==> config.mk <==
export PLATFORM = sky130hd
export DESIGN_NAME = sprite_xor_framebuffer
export DESIGN_NICKNAME = d
export VERILOG_FILES = /design/src/rtl/core/sxf_pkg.sv /design/src/rtl/core/sxf_mod.sv /design/src/rtl/core/sxf_lane.sv /design/src/rtl/core/sxf_merge.sv /design/src/rtl/core/sprite_xor_framebuffer.sv
export SDC_FILE = /design/constraint.sdc
export NUM_CORES = 2
export LEC_CHECK = 0
export ABC_CLOCK_PERIOD_IN_PS = 7200
export BUFFER_PORTS_ARGS = -buffer_cell sky130_fd_sc_hd__buf_2
export CAP_MARGIN = 20
export CELL_PAD_IN_SITES_DETAIL_PLACEMENT = 0
export CELL_PAD_IN_SITES_GLOBAL_PLACEMENT = 2
export CORE_MARGIN = 2
export CORE_UTILIZATION = 49
export DETAILED_ROUTE_END_ITERATION = 8
export MAX_ROUTING_LAYER = met4
export PLACE_DENSITY_LB_ADDON = 0.1
export SLEW_MARGIN = 20
export SYNTH_ARGS = -nofsm -noshare
export SYNTH_HDL_FRONTEND = slang
export SYNTH_SLANG_ARGS = --single-unit
==> constraint.sdc <==
create_clock -name i_clk -period 7.2 [get_ports i_clk]
set_input_delay 0.72 -clock i_clk [delete_from_list [all_inputs] [get_ports i_clk]]
set_output_delay 0.72 -clock i_clk [all_outputs]
set_load 0.02 [all_outputs]
==> src/rtl/core/sxf_pkg.sv <==
// shared types and constants for the sprite xor framebuffer
package sxf_pkg;

    localparam int NUM_LANES = 8;
    localparam int COORD_W   = 8;
    localparam int MOD_IN_W  = 9;
    localparam int PADDR_W   = 4;

    localparam logic [1:0] FUNC_DRAW = 2'd0;
    localparam logic [1:0] FUNC_FILL = 2'd1;
    localparam logic [1:0] FUNC_READ = 2'd2;

    localparam logic [1:0] REG_RED   = 2'd0;
    localparam logic [1:0] REG_GREEN = 2'd1;
    localparam logic [1:0] REG_BLUE  = 2'd2;

    localparam logic [7:0] SCALE_RESET = 8'hff;

    typedef struct packed {
        logic               toggle;
        logic               prev;
        logic               clash;
        logic [COORD_W-1:0] col;
    } t_lane_out;

endpackage

==> src/rtl/core/sxf_mod.sv <==
// two-stage modulo by a constant using a reciprocal multiply
module sxf_mod #(
    parameter int DIV = 64
) (
    input  logic                          i_clk,
    input  logic [sxf_pkg::MOD_IN_W-1:0]  i_v,
    output logic [sxf_pkg::COORD_W-1:0]   o_r
);
    localparam int SH  = 18;
    localparam int MUL = (1 << SH) / DIV + 1;
    localparam int PW  = sxf_pkg::MOD_IN_W + SH + 1;
    localparam int QW  = 2 * sxf_pkg::MOD_IN_W;

    logic [PW-1:0]                 prod;
    logic [sxf_pkg::MOD_IN_W-1:0]  r_q;
    logic [sxf_pkg::MOD_IN_W-1:0]  r_v;
    logic [QW-1:0]                 qd;
    logic [QW-1:0]                 rem;

    // floor(v / DIV) is exact for v below 512 with an 18-bit shift
    assign prod = PW'(i_v) * PW'(MUL);

    always_ff @(posedge i_clk) begin
        r_q <= prod[SH +: sxf_pkg::MOD_IN_W];
        r_v <= i_v;
    end

    assign qd  = QW'(r_q) * QW'(DIV);
    assign rem = QW'(r_v) - qd;

    always_ff @(posedge i_clk) begin
        o_r <= rem[sxf_pkg::COORD_W-1:0];
    end
endmodule

==> src/rtl/core/sxf_lane.sv <==
// one sprite pixel: wrapped column, old pixel and collision test
module sxf_lane #(
    parameter int COLS = 64,
    parameter int LANE = 0
) (
    input  logic [COLS-1:0]              i_word,
    input  logic [sxf_pkg::COORD_W-1:0]  i_base,
    input  logic                         i_bit,
    output sxf_pkg::t_lane_out           o_lane
);
    localparam int CW = $clog2(COLS);
    localparam int SW = sxf_pkg::COORD_W + 1;

    logic [SW-1:0]               sum;
    logic [sxf_pkg::COORD_W-1:0] col;

    // base is already below COLS, so one subtract wraps it
    assign sum = SW'(i_base) + SW'(LANE);
    assign col = (sum >= SW'(COLS)) ? sxf_pkg::COORD_W'(sum - SW'(COLS))
                                    : sxf_pkg::COORD_W'(sum);

    always_comb begin
        o_lane.col    = col;
        o_lane.toggle = i_bit;
        o_lane.prev   = i_word[col[CW-1:0]];
        o_lane.clash  = i_word[col[CW-1:0]] & i_bit;
    end
endmodule

==> src/rtl/core/sxf_merge.sv <==
// combines lane results into the new row word and the collision hit
module sxf_merge #(
    parameter int COLS = 64
) (
    input  logic [COLS-1:0]    i_word,
    input  sxf_pkg::t_lane_out i_lanes [sxf_pkg::NUM_LANES],
    output logic [COLS-1:0]    o_word,
    output logic               o_clash
);
    localparam int CW = $clog2(COLS);

    logic [COLS-1:0] mask;

    always_comb begin
        mask    = '0;
        o_clash = 1'b0;
        for (int l = 0; l < sxf_pkg::NUM_LANES; l++) begin
            if (i_lanes[l].toggle) begin
                mask[i_lanes[l].col[CW-1:0]] = 1'b1;
            end
            o_clash = o_clash | i_lanes[l].clash;
        end
    end

    assign o_word = i_word ^ mask;
endmodule

==> src/rtl/core/sprite_xor_framebuffer.sv <==
// top level: monochrome xor sprite framebuffer with apb colour scales
//
// Input channel (i_in_valid / o_in_stall) takes one operation per transaction:
// draw one 8-bit sprite row by xor, fill the frame, or read one pixel.
// Output channel (o_out_valid / i_out_stall) returns exactly one result per
// input transaction, in order. An accepted input passes through the states
// MODA and MODB of the constant modulo unit that wraps row and column, READ
// for the registered row read from the frame memory, and DONE for the eight
// lanes and the merge, where the result is registered; the block takes the
// next input only after DONE, so it handles one transaction at a time.
// A result waiting under i_out_stall does not block the next input; only
// its completion waits until the output register is free.
// The frame is kept as ROWS words of COLS bits with a valid bit per row;
// a row not yet written reads as the last fill value, so fill takes no
// sweep. After reset the frame reads all zero, the collision flag is clear
// and the three scales are 255; the block accepts input right away.
// Scales are written over apb at byte addresses 0, 4 and 8.
module sprite_xor_framebuffer #(
    parameter int COLS = 64,
    parameter int ROWS = 32
) (
    input  logic                          i_clk,
    input  logic                          i_rst_n,
    input  logic                          i_in_valid,
    output logic                          o_in_stall,
    input  logic [1:0]                    i_func,
    input  logic [7:0]                    i_start_col,
    input  logic [7:0]                    i_start_row,
    input  logic [3:0]                    i_row_index,
    input  logic [7:0]                    i_sprite_bits,
    input  logic                          i_last_row,
    input  logic                          i_fill_value,
    output logic                          o_out_valid,
    input  logic                          i_out_stall,
    output logic                          o_collision,
    output logic                          o_sprite_done,
    output logic                          o_pixel_value,
    output logic [7:0]                    o_red_out,
    output logic [7:0]                    o_green_out,
    output logic [7:0]                    o_blue_out,
    input  logic                          psel,
    input  logic                          penable,
    input  logic                          pwrite,
    input  logic [sxf_pkg::PADDR_W-1:0]   paddr,
    input  logic [31:0]                   pwdata,
    output logic [31:0]                   prdata,
    output logic                          pready
);
    localparam int RAW = (ROWS > 1) ? $clog2(ROWS) : 1;
    localparam int MW  = sxf_pkg::MOD_IN_W;

    localparam logic [2:0] S_IDLE = 3'd0;
    localparam logic [2:0] S_MODA = 3'd1;
    localparam logic [2:0] S_MODB = 3'd2;
    localparam logic [2:0] S_READ = 3'd3;
    localparam logic [2:0] S_DONE = 3'd4;

    logic [2:0]  r_state;
    logic [2:0]  n_state;

    logic [1:0]  r_func;
    logic [7:0]  r_scol;
    logic [7:0]  r_srow;
    logic [3:0]  r_ridx;
    logic [7:0]  r_bits;
    logic        r_last;
    logic        r_fill;

    logic [7:0]  r_red;
    logic [7:0]  r_green;
    logic [7:0]  r_blue;

    logic        r_coll;
    logic        n_coll;
    logic        r_fill_val;
    logic [ROWS-1:0] r_row_vld;
    logic [COLS-1:0] r_frame [ROWS];
    logic [COLS-1:0] r_rd_word;
    logic        r_rd_vld;

    logic        r_out_valid;
    logic        r_o_coll;
    logic        r_o_done;
    logic        r_o_pix;
    logic [7:0]  r_o_red;
    logic [7:0]  r_o_green;
    logic [7:0]  r_o_blue;

    logic        in_acc;
    logic        cfg_wr;
    logic        finish;
    logic        is_draw;
    logic        is_read;
    logic        is_fill;
    logic        pix;
    logic        clash;
    logic [MW-1:0]   row_val;
    logic [7:0]      col_base;
    logic [7:0]      row_rem;
    logic [RAW-1:0]  row_idx;
    logic [COLS-1:0] word;
    logic [COLS-1:0] new_word;
    sxf_pkg::t_lane_out lanes [sxf_pkg::NUM_LANES];

    assign in_acc     = i_in_valid && !o_in_stall;
    assign o_in_stall = (r_state != S_IDLE);
    assign cfg_wr     = psel && penable && pwrite && pready;
    assign pready     = 1'b1;

    // apb registers
    always_ff @(posedge i_clk) begin
        if (!i_rst_n) begin
            r_red   <= sxf_pkg::SCALE_RESET;
            r_green <= sxf_pkg::SCALE_RESET;
            r_blue  <= sxf_pkg::SCALE_RESET;
        end else if (cfg_wr) begin
            case (paddr[3:2])
                sxf_pkg::REG_RED:   r_red   <= pwdata[7:0];
                sxf_pkg::REG_GREEN: r_green <= pwdata[7:0];
                sxf_pkg::REG_BLUE:  r_blue  <= pwdata[7:0];
                default: ;
            endcase
        end
    end

    always_comb begin
        case (paddr[3:2])
            sxf_pkg::REG_RED:   prdata = {24'd0, r_red};
            sxf_pkg::REG_GREEN: prdata = {24'd0, r_green};
            sxf_pkg::REG_BLUE:  prdata = {24'd0, r_blue};
            default:            prdata = 32'd0;
        endcase
    end

    // input transaction capture
    always_ff @(posedge i_clk) begin
        if (in_acc) begin
            r_func <= i_func;
            r_scol <= i_start_col;
            r_srow <= i_start_row;
            r_ridx <= i_row_index;
            r_bits <= i_sprite_bits;
            r_last <= i_last_row;
            r_fill <= i_fill_value;
        end
    end

    assign is_draw = (r_func == sxf_pkg::FUNC_DRAW);
    assign is_fill = (r_func == sxf_pkg::FUNC_FILL);
    assign is_read = (r_func == sxf_pkg::FUNC_READ);

    assign row_val = is_draw ? (MW'(r_srow) + MW'(r_ridx)) : MW'(r_srow);

    sxf_mod #(.DIV(COLS)) u_col_mod (
        .i_clk (i_clk),
        .i_v   (MW'(r_scol)),
        .o_r   (col_base)
    );

    sxf_mod #(.DIV(ROWS)) u_row_mod (
        .i_clk (i_clk),
        .i_v   (row_val),
        .o_r   (row_rem)
    );

    assign row_idx = row_rem[RAW-1:0];

    // frame memory, one row word per address
    always_ff @(posedge i_clk) begin
        if (r_state == S_READ) begin
            r_rd_word <= r_frame[row_idx];
        end
    end

    always_ff @(posedge i_clk) begin
        if (finish && is_draw) begin
            r_frame[row_idx] <= new_word;
        end
    end

    always_ff @(posedge i_clk) begin
        if (!i_rst_n) begin
            r_rd_vld <= 1'b0;
        end else if (r_state == S_READ) begin
            r_rd_vld <= r_row_vld[row_idx];
        end
    end

    // rows never written since the last fill read as the fill value
    always_ff @(posedge i_clk) begin
        if (!i_rst_n) begin
            r_row_vld  <= '0;
            r_fill_val <= 1'b0;
        end else if (finish && is_fill) begin
            r_row_vld  <= '0;
            r_fill_val <= r_fill;
        end else if (finish && is_draw) begin
            r_row_vld[row_idx] <= 1'b1;
        end
    end

    assign word = r_rd_vld ? r_rd_word : {COLS{r_fill_val}};

    for (genvar l = 0; l < sxf_pkg::NUM_LANES; l++) begin : g_lane
        sxf_lane #(.COLS(COLS), .LANE(l)) u_lane (
            .i_word (word),
            .i_base (col_base),
            .i_bit  (r_bits[sxf_pkg::NUM_LANES-1-l]),
            .o_lane (lanes[l])
        );
    end

    sxf_merge #(.COLS(COLS)) u_merge (
        .i_word  (word),
        .i_lanes (lanes),
        .o_word  (new_word),
        .o_clash (clash)
    );

    // lane 0 sits on the start column, which is the pixel a read asks for
    assign pix    = lanes[0].prev;
    assign n_coll = ((r_ridx == 4'd0) ? 1'b0 : r_coll) | clash;
    assign finish = (r_state == S_DONE) && (!r_out_valid || !i_out_stall);

    always_ff @(posedge i_clk) begin
        if (!i_rst_n) begin
            r_coll <= 1'b0;
        end else if (finish && is_draw) begin
            r_coll <= n_coll;
        end
    end

    always_comb begin
        case (r_state)
            S_IDLE:  n_state = in_acc ? S_MODA : S_IDLE;
            S_MODA:  n_state = S_MODB;
            S_MODB:  n_state = S_READ;
            S_READ:  n_state = S_DONE;
            S_DONE:  n_state = finish ? S_IDLE : S_DONE;
            default: n_state = S_IDLE;
        endcase
    end

    always_ff @(posedge i_clk) begin
        if (!i_rst_n) begin
            r_state <= S_IDLE;
        end else begin
            r_state <= n_state;
        end
    end

    // output register
    always_ff @(posedge i_clk) begin
        if (!i_rst_n) begin
            r_out_valid <= 1'b0;
        end else if (finish) begin
            r_out_valid <= 1'b1;
        end else if (!i_out_stall) begin
            r_out_valid <= 1'b0;
        end
    end

    always_ff @(posedge i_clk) begin
        if (finish) begin
            r_o_coll  <= is_draw && n_coll;
            r_o_done  <= is_draw && r_last;
            r_o_pix   <= is_read && pix;
            r_o_red   <= (is_read && pix) ? r_red   : 8'd0;
            r_o_green <= (is_read && pix) ? r_green : 8'd0;
            r_o_blue  <= (is_read && pix) ? r_blue  : 8'd0;
        end
    end

    assign o_out_valid   = r_out_valid;
    assign o_collision   = r_o_coll;
    assign o_sprite_done = r_o_done;
    assign o_pixel_value = r_o_pix;
    assign o_red_out     = r_o_red;
    assign o_green_out   = r_o_green;
    assign o_blue_out    = r_o_blue;

    // an accepted transaction passes the modulo and read states to the completion state
    a_accept_to_done: assert property (@(posedge i_clk) disable iff (!i_rst_n)
        (i_in_valid && !o_in_stall) |-> ##4 (r_state == S_DONE))
        else $error("transaction did not reach completion on time");

    // a new result only ever comes out of the completion state
    a_result_from_done: assert property (@(posedge i_clk) disable iff (!i_rst_n)
        $rose(o_out_valid) |-> ($past(r_state) == S_DONE))
        else $error("result appeared outside completion");

    // a fill leaves every row reading as the fill value
    a_fill_clears_rows: assert property (@(posedge i_clk) disable iff (!i_rst_n)
        (finish && is_fill) |=> (r_row_vld == '0))
        else $error("row valid bits survived a fill");
endmodule

==> flow_summary.yaml <==
global_routing:
  grt_max_degree: 107
  antenna_found_initial: 3
  grt_pass1_vias: 50300
  track_usage: 0.312
  grt_remaining_overflow: 0
  grt_first_pass_wirelength_um: 402000
clocking:
  cts_sinks: 2251
  clk_pin_slew_worst_paths_ns: 0.06
  postCtsHoldBufs: 27
  insertion_delay_ns: 0.89
  numCtsBuffers: 221
  ctsHtreeMaxLevel: 4
  cts_setup_buffers: 0
  cts-root-buf: "clkbuf_16"
  cts_tree: "built"
  clockBufferDepth: 3
  cts.repair.resized: 0
setup_path:
  ff2ff_path_depth: 8
  crit_type: "reg -> reg"
  rr_startpoint: "u_col_mod.o_r[2]"
  reg2reg_to: "r_frame[20][50]"
  critPathCaptureType: "flip-flop"
  critPathMaxStageDelay_ns: 1.01
  path_cells: "ha_1 > a21oi_1 > xnor2_1 > nor2_1 > nand2_1 > o22ai_1 > nor4_1 > xor2_4"
  cp.required_ns: 7.75
  crit_slowest_cell: "nor4_1"
  critPathTopFamily: "XOR/XNOR gates"
  critPathMaxFanout: 32
  r2r_slack_ns: 1.48
  critPathLaunchType: "flip-flop"
  cp_num_buf_inv: 0
  cp.arrival_ns: 6.27
yosys:
  synth_seq_cells: 2251
  avgSynthCellArea_um2: 19.0
  ys_dominant_reg_cell: "edfxtp_1"
  synth_edf_count: 2166
  ys_seq_area_frac: 0.727
  yosys_warnings: 0
  synthArstFlopShare: 0
  yosysTopAreaCell: "edfxtp_1"
  synthCells: 4831
  synth_top_area_share: 0.709
  ys_types: 84
  yosys-top-cells-area: "edfxtp_1 71%, mux4_2 14%, a22oi_1 2.2%"
  syn_area_um2: 91800
routing:
  drc: 0
  vias: 51400
  dr.pass1.iters: 5
  ant_nets: 0
  viasPerCell: 6.65
  postRouteWirelength_um: 289000
  wire_per_inst_um: 37.4
  drt-initial-drc-count: 6449
pwr:
  irDropWorstVdd_mv: 0.220
  p_leak_nw: 32.1
  power_per_cell_area_nw_per_um2: 282
  total_power_w: 0.0294
sta:
  tightest_slew_ns: 1.24
  fin_crit_ns: 5.72
  finalSetupViolations: 0
  fmax_mhz: 175
  drv_slew: 0
  hold_violations: 0
  relSlewSlack: 0.165
  fin_crit_sh: 0.794
  fin_setup_tns_ns: 0
  holdWs_ns: 0.0790
  skew_ns: 0.0536
  rsz0062_at_grt: "no"
placed_design:
  place_congestion: 0.986
  place.port_buffers: 80
  place_area_um2: 96800
  dpl.hpwl_um: 167000
floorplan:
  core_um2: 186000
  ios: 137
  std_cell_rows: 158
  initial_utilization: 0.494
  die-area_um2: 191000
  die_h_um: 437
  dieWidth_um: 437
finish:
  design_area_um2: 104000
  drive_gt1_frac: 0.245
  postLayoutCoreUtil: 0.562
  fillers: 14200
  nNetsFinal: 5152
  area_delta_synth_final_pct: 13.7
min_path:
  hp-start: "pwdata[7]"
  hold_depth: 3
  hp-class: "in -> reg"
  min_to: "r_green[7]"
status:
  status: "finished clean"
flow_run:
  drv_cap: 0
## routing by layer
metal  track usage  vias up  share of wire
met4        0.0675        0          0.022
li1              -    20700              -
met3        0.0465      356          0.074
met5             -        -              0
met2         0.474     2326           0.47
met1         0.452    28100           0.43
## area by class of cell
type,count,area [um2],area share
Tap cell,2480,3100,0.0297
Clock inverter,115,992,0.00951
Inverter,16,60.1,0.000576
Clock buffer,292,5870,0.0562
Multi-Input combinational cell,2267,25000,0.240
Timing Repair Buffer,306,2540,0.0244
Antenna cell,1,2.50,0.0000240
Sequential cell,2251,66800,0.640
## cell families (layout without fill, tap and decap cells)
kind of cell	Yosys count	after routing	synth area share
buffers and inverters	336	729	0.0158
other	2	26	0.0000818
adder cells (fa/ha/maj)	14	14	0.00199
AO/OA/AOI/OAI	711	711	0.0552
AND/OR/NAND/NOR	771	771	0.0404
XOR/XNOR	101	101	0.0100
multiplexers	645	645	0.149
flip-flops	2251	2251	0.727
## power by group
group          internal [W]  switching, W
sequential           0.0147      0.000124
combinational       0.00129       0.00231
clock               0.00606       0.00491
## sequential cells by signal, summed over array words and instances (netlist names), 4 cells and up
signal,count
u_row_mod.o_r,5
r_row_vld,32
u_col_mod.r_v,6
o_blue_out,8
r_srow,5
o_red_out,8
r_red,8
r_green,8
u_col_mod.o_r,6
r_scol,6
r_rd_word,64
r_ridx,4
r_frame,2048
o_green_out,8
r_bits,8
u_row_mod.r_v,5
r_blue,8
## layout by cell type, fill, tap and decap left out, types with 21 or more instances in the layout
| cell | count |
|---|---|
| clkinv_2 | 30 |
| o22ai_1 | 111 |
| clkbuf_1 | 65 |
| clkinv_1 | 59 |
| mux2i_1 | 59 |
| o21a_1 | 35 |
| nor2_1 | 125 |
| dlygate4sd3_1 | 27 |
| o21ai_0 | 31 |
| nand2_1 | 214 |
| xor2_4 | 26 |
| mux4_2 | 562 |
| o221ai_1 | 49 |
| buf_4 | 166 |
| buf_12 | 30 |
| edfxtp_1 | 2166 |
| conb_1 | 25 |
| nand3_1 | 116 |
| nor3_1 | 60 |
| dfxtp_1 | 80 |
| xnor2_1 | 23 |
| clkbuf_16 | 222 |
| nand4_1 | 79 |
| and2_1 | 39 |
| xor2_2 | 21 |
| a22oi_1 | 270 |
| buf_2 | 80 |
| a21oi_1 | 93 |
| nor2_4 | 35 |
## worst reg2reg max path: cells and delay by family, from the launching register on
kind	cells	cell delay (ns)
compound gates	2	0.46
simple gates	3	1.57
flops	1	0.80
xor+xnor	2	1.63
fa+ha+maj	1	0.89
## synth_stat cells, drive strengths merged, types with 5 or more instances
cell type,count
dfxtp,85
o211ai,15
a221oi,17
and3,18
nand3,116
nand2b,15
a32oi,12
nand3b,7
edfxtp,2166
a211oi,11
a31oi,8
mux4,575
a22oi,270
clkbuf,188
xnor2,47
nor4,10
nor2b,18
nand4,79
o21a,35
o21ai,32
xor2,54
nor3,64
o2111ai,5
inv,15
mux2i,59
a41oi,5
ha,13
buf,132
o22ai,111
mux2,11
nand2,214
or3,13
o221ai,50
nor2,161
a21oi,95
or2,6
and2,43
## metrics by stage
step / worst slack, ns / cells
global placement: 1.34 / 7288
finish: 1.48 / 7728
global route: 1.44 / 7727
detailed placement: 1.38 / 7291
floorplan: 1.13 / 4854
CTS: 1.30 / 7725
## how the worst max path moves through the flow
stage,from,end,cells after the start
finish,u_col_mod.o_r[2],r_frame[20][50],8
global route,u_col_mod.o_r[2],r_frame[25][23],8
CTS,u_col_mod.o_r[3],r_frame[3][21],8
detailed placement,u_col_mod.o_r[3],r_frame[22][21],8
global placement,u_col_mod.o_r[3],r_frame[20][27],9
floorplan,i_out_stall,r_frame[0][0],5
Note: power is estimated with default switching activity, not from simulation.
